`src/rtl/swm_pkg.sv`:
```
`timescale 1ns / 1ps

package swm_pkg;

	// fixed field widths
	localparam int SAMPLE_W = 32;
	localparam int MEDIAN_W = 33;
	localparam int WSIZE_W  = 7;
	localparam int PADDR_W  = 3;
	localparam int PDATA_W  = 32;

	// register index, taken from paddr[2]
	localparam logic REG_WINDOW_SIZE = 1'b0;

	// what one cell shows its neighbours
	typedef struct packed {
		logic                       ge;    // holds a value at or above the leaving sample
		logic                       up;    // moves one place towards the top end
		logic                       down;  // moves one place towards the bottom end
		logic signed [SAMPLE_W-1:0] value;
	} swm_link_t;

	// broadcast to every cell of the chain
	typedef struct packed {
		logic                       load;
		logic                       full;
		logic signed [SAMPLE_W-1:0] sample;
		logic signed [SAMPLE_W-1:0] leaving;
	} swm_bcast_t;

endpackage

```
`src/rtl/swm_cell.sv`:
```
`timescale 1ns / 1ps

module swm_cell (
	input  logic              clk,
	input  swm_pkg::swm_bcast_t bcast,
	input  logic              valid,
	input  swm_pkg::swm_link_t  left,
	input  swm_pkg::swm_link_t  right,
	output swm_pkg::swm_link_t  link
);
	import swm_pkg::*;

	logic signed [SAMPLE_W-1:0] value_q;
	logic gt;
	logic ge;
	logic gone_before;
	logic gone;
	logic keep;
	logic up;
	logic down;

	// where this cell's value goes when the window moves on
	always_comb begin
		gt          = valid && (value_q > bcast.sample);
		ge          = valid && (value_q >= bcast.leaving);
		gone_before = bcast.full && left.ge;
		gone        = bcast.full && valid && (value_q == bcast.leaving) && !gone_before;
		keep        = valid && !gone && (gone_before == gt);
		up          = valid && !gone && gt && !gone_before;
		down        = valid && !gone && gone_before && !gt;
	end

	assign link = '{ge: ge, up: up, down: down, value: value_q};

	// take from a neighbour, keep, or take the new sample
	always_ff @(posedge clk) begin
		if (bcast.load) begin
			if (right.down) begin
				value_q <= right.value;
			end else if (left.up) begin
				value_q <= left.value;
			end else if (keep) begin
				value_q <= value_q;
			end else begin
				value_q <= bcast.sample;
			end
		end
	end

endmodule

```
`config.mk`:
```
export PLATFORM = sky130hd
export DESIGN_NAME = swm_cell
export DESIGN_NICKNAME = d
export VERILOG_FILES = /design/src/rtl/swm_pkg.sv /design/src/rtl/swm_cell.sv
export SDC_FILE = /design/constraint.sdc
export NUM_CORES = 1
export LEC_CHECK = 0
export BUFFER_PORTS_ARGS = -buffer_cell sky130_fd_sc_hd__buf_2
export CAP_MARGIN = 20
export CORE_MARGIN = 2
export CORE_UTILIZATION = 45
export CTS_CLUSTER_DIAMETER = 200
export DETAILED_ROUTE_END_ITERATION = 10
export GPL_TIMING_DRIVEN = 0
export PLACE_DENSITY = 0.79
export SLEW_MARGIN = 20
export SYNTH_ARGS = -nofsm -noshare
export SYNTH_HDL_FRONTEND = slang
export SYNTH_SLANG_ARGS = --single-unit
```
`constraint.sdc`:
```
create_clock -name clk -period 10.15 [get_ports clk]
set_clock_uncertainty 0.15 [all_clocks]
set_input_delay 2.5375 -clock clk [delete_from_list [all_inputs] [get_ports clk]]
set_output_delay 2.5375 -clock clk [all_outputs]
set_load 0.02 [all_outputs]
```
## Word level (Yosys, flattened, before mapping)

Index checks and enable logic that the tools add are counted.

| storage, ports and cells | value |
|---|---|
| memory bits (writable) | 0 |
| logic and storage cells | 25 |
| input bits | 138 |
| flip-flop bits (word level) | 32 |
| output and inout bits | 35 |
| memories | 0 |
| memory bits (read-only) | 0 |
| latch bits | 0 |

| operators by class | value |
|---|---|
| shift operators | 0 |
| order comparisons | 2 |
| reductions and logical operators | 16 |
| multipliers | 0 |
| muxes and demuxes | 3 |
| add/subtract/negate cells | 0 |
| divide/modulo/power cells | 0 |
| eq/ne operators | 3 |
| bitwise gates (word level) | 0 |

Operators by type and width:

| operator | count |
|---|---|
| $mux 32 | 3 |
| $eq 32x32->1 | 1 |
| $ge 32x32->1 | 1 |
| $gt 32x32->1 | 1 |
| $logic_and 1x1->1 | 12 |
| $logic_not 1->1 | 3 |
| $ne 3x1->1 const B | 1 |
| $reduce_and 2->1 | 1 |
| $eq 1x1->1 | 1 |

## Logic depth before layout (Yosys ltp)

| logic depth | value |
|---|---|
| word-level depth | 9 |
| mapped depth | 9 |
| depth with buffers taken out | 8 |

## Least setup slack after synthesis

No wires, ideal clock.

| timing | value |
|---|---|
| kind | input -> output |
| start | in bcast[59] (netlist bit) |
| end | out link[33] (netlist bit) |
| stages | 9 |
| arrival | 4133 ps |
| slack | 3330 ps |
| path through | inv_1 ha_1 nand4_1 nor2_1 a221oi_2 nor4b_4 a21oi_1 and4_1 buf_4 |

| on the way | value |
|---|---|
| word-level cells in the longest chain between the ends | 4 |

Ends and longest elaborated chain:

| element | line | text |
|---|---|---|
| from (decl) | swm_cell.sv:5 | `input swm_pkg::swm_bcast_t bcast,` |
| $gt 32x32->1 | swm_cell.sv:24 | `gt = valid && (value_q > bcast.sample);` |
| $logic_and 1x1->1 | swm_cell.sv:24 |  |
| $logic_and 1x1->1 (2 in series) | swm_cell.sv:29 | `up = valid && !gone && gt && !gone_before;` |
| to (decl) | swm_cell.sv:9 | `output swm_pkg::swm_link_t link` |

Every way passes these cells.

## Final worst setup path

| timing | value |
|---|---|
| start | in bcast[47] (netlist bit) |
| end | out link[33] (netlist bit) |

Same word-level chain as after synthesis.

==> results_dict.tcl <==
set metrics [dict create \
    status "finished, final reports clean" \
    port_buffers 168 \
    final_cell_area_sq_mm 0.00452 \
    wl_mm 9.85 \
    clkSinkCount 32 \
    core_sq_mm 0.00733 \
    start_kind "primary input" \
    reg_top3 "value_q (32)" \
    synthSimpleGateAreaFrac_pct 13.1 \
    first_global_vias 3534 \
    register_area_sq_um 961 \
    cts.clk_slew.worst_paths_ns 0.08 \
    synth_edf_count 32 \
    max-slew-margin-rel_pct 54.3 \
    multi_input_area_sq_mm 0.00217 \
    synth-adder-area-share_pct 23.3 \
    yosysMostFrequentCell "inv_1" \
    die_y_um 91.4 \
    cts_root_buf "clkbuf_8" \
    ant_nets 0 \
    ys_warn_count 0 \
    hold_path_class "flop to flop" \
    synth_ff_type "edfxtp_1" \
    synth.largest_area_cell "edfxtp_1" \
    crit_type "primary input to output pin" \
    pwr-share-clk_pct 22.9 \
    grt_antenna_before_repair 0 \
    switching_power_mw 0.155 \
    slew_violations 0 \
    end_kind "output pin" \
    antenna_cells 0 \
    std_cell_rows 31 \
    power.density_mw_per_mm2 96.3 \
    cts_made_buffers 5 \
    cts_hold_buf 0 \
    maxCapViolCount 0 \
    areaGrowthSynthToFinish_pct 31.5 \
    worstPathRequired_ns 7.46 \
    grt_remaining_overflow 0 \
    synth_compound_area_share_pct 17.2 \
    internal_power_mw 0.281 \
    drive_above_1_share_pct 34.8 \
    setup_viol 0 \
    synthXorXnorAreaFrac_pct 0 \
    clock_latency_ns 0.28 \
    netlist_top_cells_count "66 x inv_1, 64 x ha_1, 42 x nand2_1" \
    synthTopCellsByArea "edfxtp_1 28%, ha_1 23%, mux2i_1 9.3%, inv_1 7.2%, o21ai_0 4.9%" \
    final_core_util_pct 61.7 \
    worst_pin_slew_ns 0.684 \
    postCtsSetupBuffers 0 \
    finalHoldViolCount 0 \
    syn_area_sq_mm 0.00344 \
    switching_share_pct 35.5 \
    syn-instance-count 382 \
    drc 0 \
    ys_seq_area_share_pct 27.9 \
    fmax_mhz 137 \
    cp_num_buf_inv 4 \
    critPathArrivalTime_ns 4.62 \
    cp_top_family "simple AND/OR/NAND/NOR gates" \
    grt_pass1_wl_mm 15.9 \
    dieArea_sq_mm 0.00836 \
    layout.nets 761 \
    top_register "value_q" \
    initial_core_util_pct 46.9 \
    track_usage_pct 23.3 \
    cts_tree "done" \
    dr.pass1.iters 5 \
    worstPathCellList "buf_2 -> inv_1 -> ha_1 -> nand4_2 -> nor4_2 -> a21boi_2 -> o41ai_2 -> a21oi_1 -> and4_1 -> buf_4 -> buf_2" \
    cts_buffer_depth 2 \
    period_minus_slack_ns 7.30 \
    die_w_um 91.4 \
    ctsHtreeMaxLevel 2 \
    num_vias 3436 \
    ys_ff_latch 32 \
    synth_top_area_share_pct 27.9 \
    crit_fanout 3 \
    synthArstFlopShare_pct 0 \
    finalCritPeriodShare_pct 72.0 \
    wl_per_cell_um 14.9 \
    leakagePower_nw 2.54 \
    cp_slowest_stage_delay_ns 0.39 \
    synth_cell_type_count 42 \
    synthMuxAreaShare_pct 9.31 \
    slowest_stage "nor4_2" \
    fillers 677 \
    io_pins 173 \
    largest_reg_flops 32 \
    rsz0062_at_grt "false" \
    placed_area_sq_mm 0.00444 \
    syn_area_per_cell_sq_um 9.00 \
    path_common_cell "buf_2" \
    seq_power_share_pct 39.0 \
    place_congestion 0.865 \
    ctsResizeCount 0 \
    routed_via_density 5.21 \
    grt_max_degree 13 \
    drtIter0Drc 139 \
    power_mw 0.436 \
    holdWs_ns 1.17 \
    peakVddDrop_uv 47.8 \
    syn-num-nets 584 \
    hpwlAfterDp_mm 8.31 \
    p_comb_share_pct 38.1 \
    tns_ns 0 \
    synth_top_family_by_area "adder cells" \
]
power groups by stage:
stage	Clock (mW)	Combinational, mW	Sequential, mW
6_report	0.0998	0.166	0.170
3_3_place_gp	0	0.156	0.173
3_5_place_dp	0	0.166	0.173
4_1_cts	0.102	0.167	0.170
2_1_floorplan	0	0.0875	0.184
5_1_grt	0.106	0.186	0.172
logic make-up after synthesis:
kind of cell	after synthesis
AOI/OAI and AO/OA	92
adders and majority gates	64
buffers and inverters	80
DFF	32
muxes	32
and+or+nand+nor	82
cell usage in the layout, fill, tap and decap left out, drive strengths merged, types with 2 or more instances in the layout:
cell	synthesis	layout
nand2	42	42
ha	64	64
mux2i	32	32
a31oi	2	2
nand4	14	14
clkbuf	8	13
nor4	4	4
a211oi	3	3
and4	2	2
nor2b	3	3
o21ai	37	37
nor3	2	2
a21oi	22	22
buf	6	176
a21o	16	16
clkinv	0	3
nor2	5	5
inv	66	66
edfxtp	32	32
nand3	5	5
worst reg2reg max path, cell delays in order (launching register included):
cell and delay [ns]:
edfxtp_1 0.46, ha_1 0.33, nand4_1 0.16, nor4_1 0.47, a41oi_1 0.23, nand2_1 0.20
a21oi_1 0.10, a211oi_4 0.64, buf_8 0.25, buf_8 0.16
layer usage:
metal	vias up	track usage, %	routed length (um)
met3	16	2.82	459
met2	117	39.6	4810
met1	1583	30.3	4340
li1	1720	-	-
met4	0	8.59	237
met5	-	0	0
cell type report:
class                   instances  share of cell area [%]
repair buffers                170                    19.2
flip-flops and latches         32                    21.2
inverters                      66                    5.48
well taps                      99                    2.74
clock buffers                   5                    1.52
multi-input cells             270                    48.0
clock inverters                 3                   0.304
plain buffers                  14                    1.49
through the flow:
step	cells	setup WS (ns)
2_1_floorplan	382	3.33
3_3_place_gp	649	2.90
3_5_place_dp	651	2.87
4_1_cts	659	2.86
5_1_grt	659	2.63
6_report	659	2.85
final timing paths:
path                               from                    end  slack [ns]  cells past startpoint
hold / removal    value_q[31]$_DFFE_PP_  value_q[23]$_DFFE_PP_        1.17                      4
setup reg to reg  value_q[10]$_DFFE_PP_  value_q[21]$_DFFE_PP_        6.71                      9
hold reg to reg   value_q[31]$_DFFE_PP_  value_q[23]$_DFFE_PP_        1.17                      4
setup / recovery              bcast[47]               link[33]        2.85                     11
No activity file was read; power rests on OpenSTA's default activity.
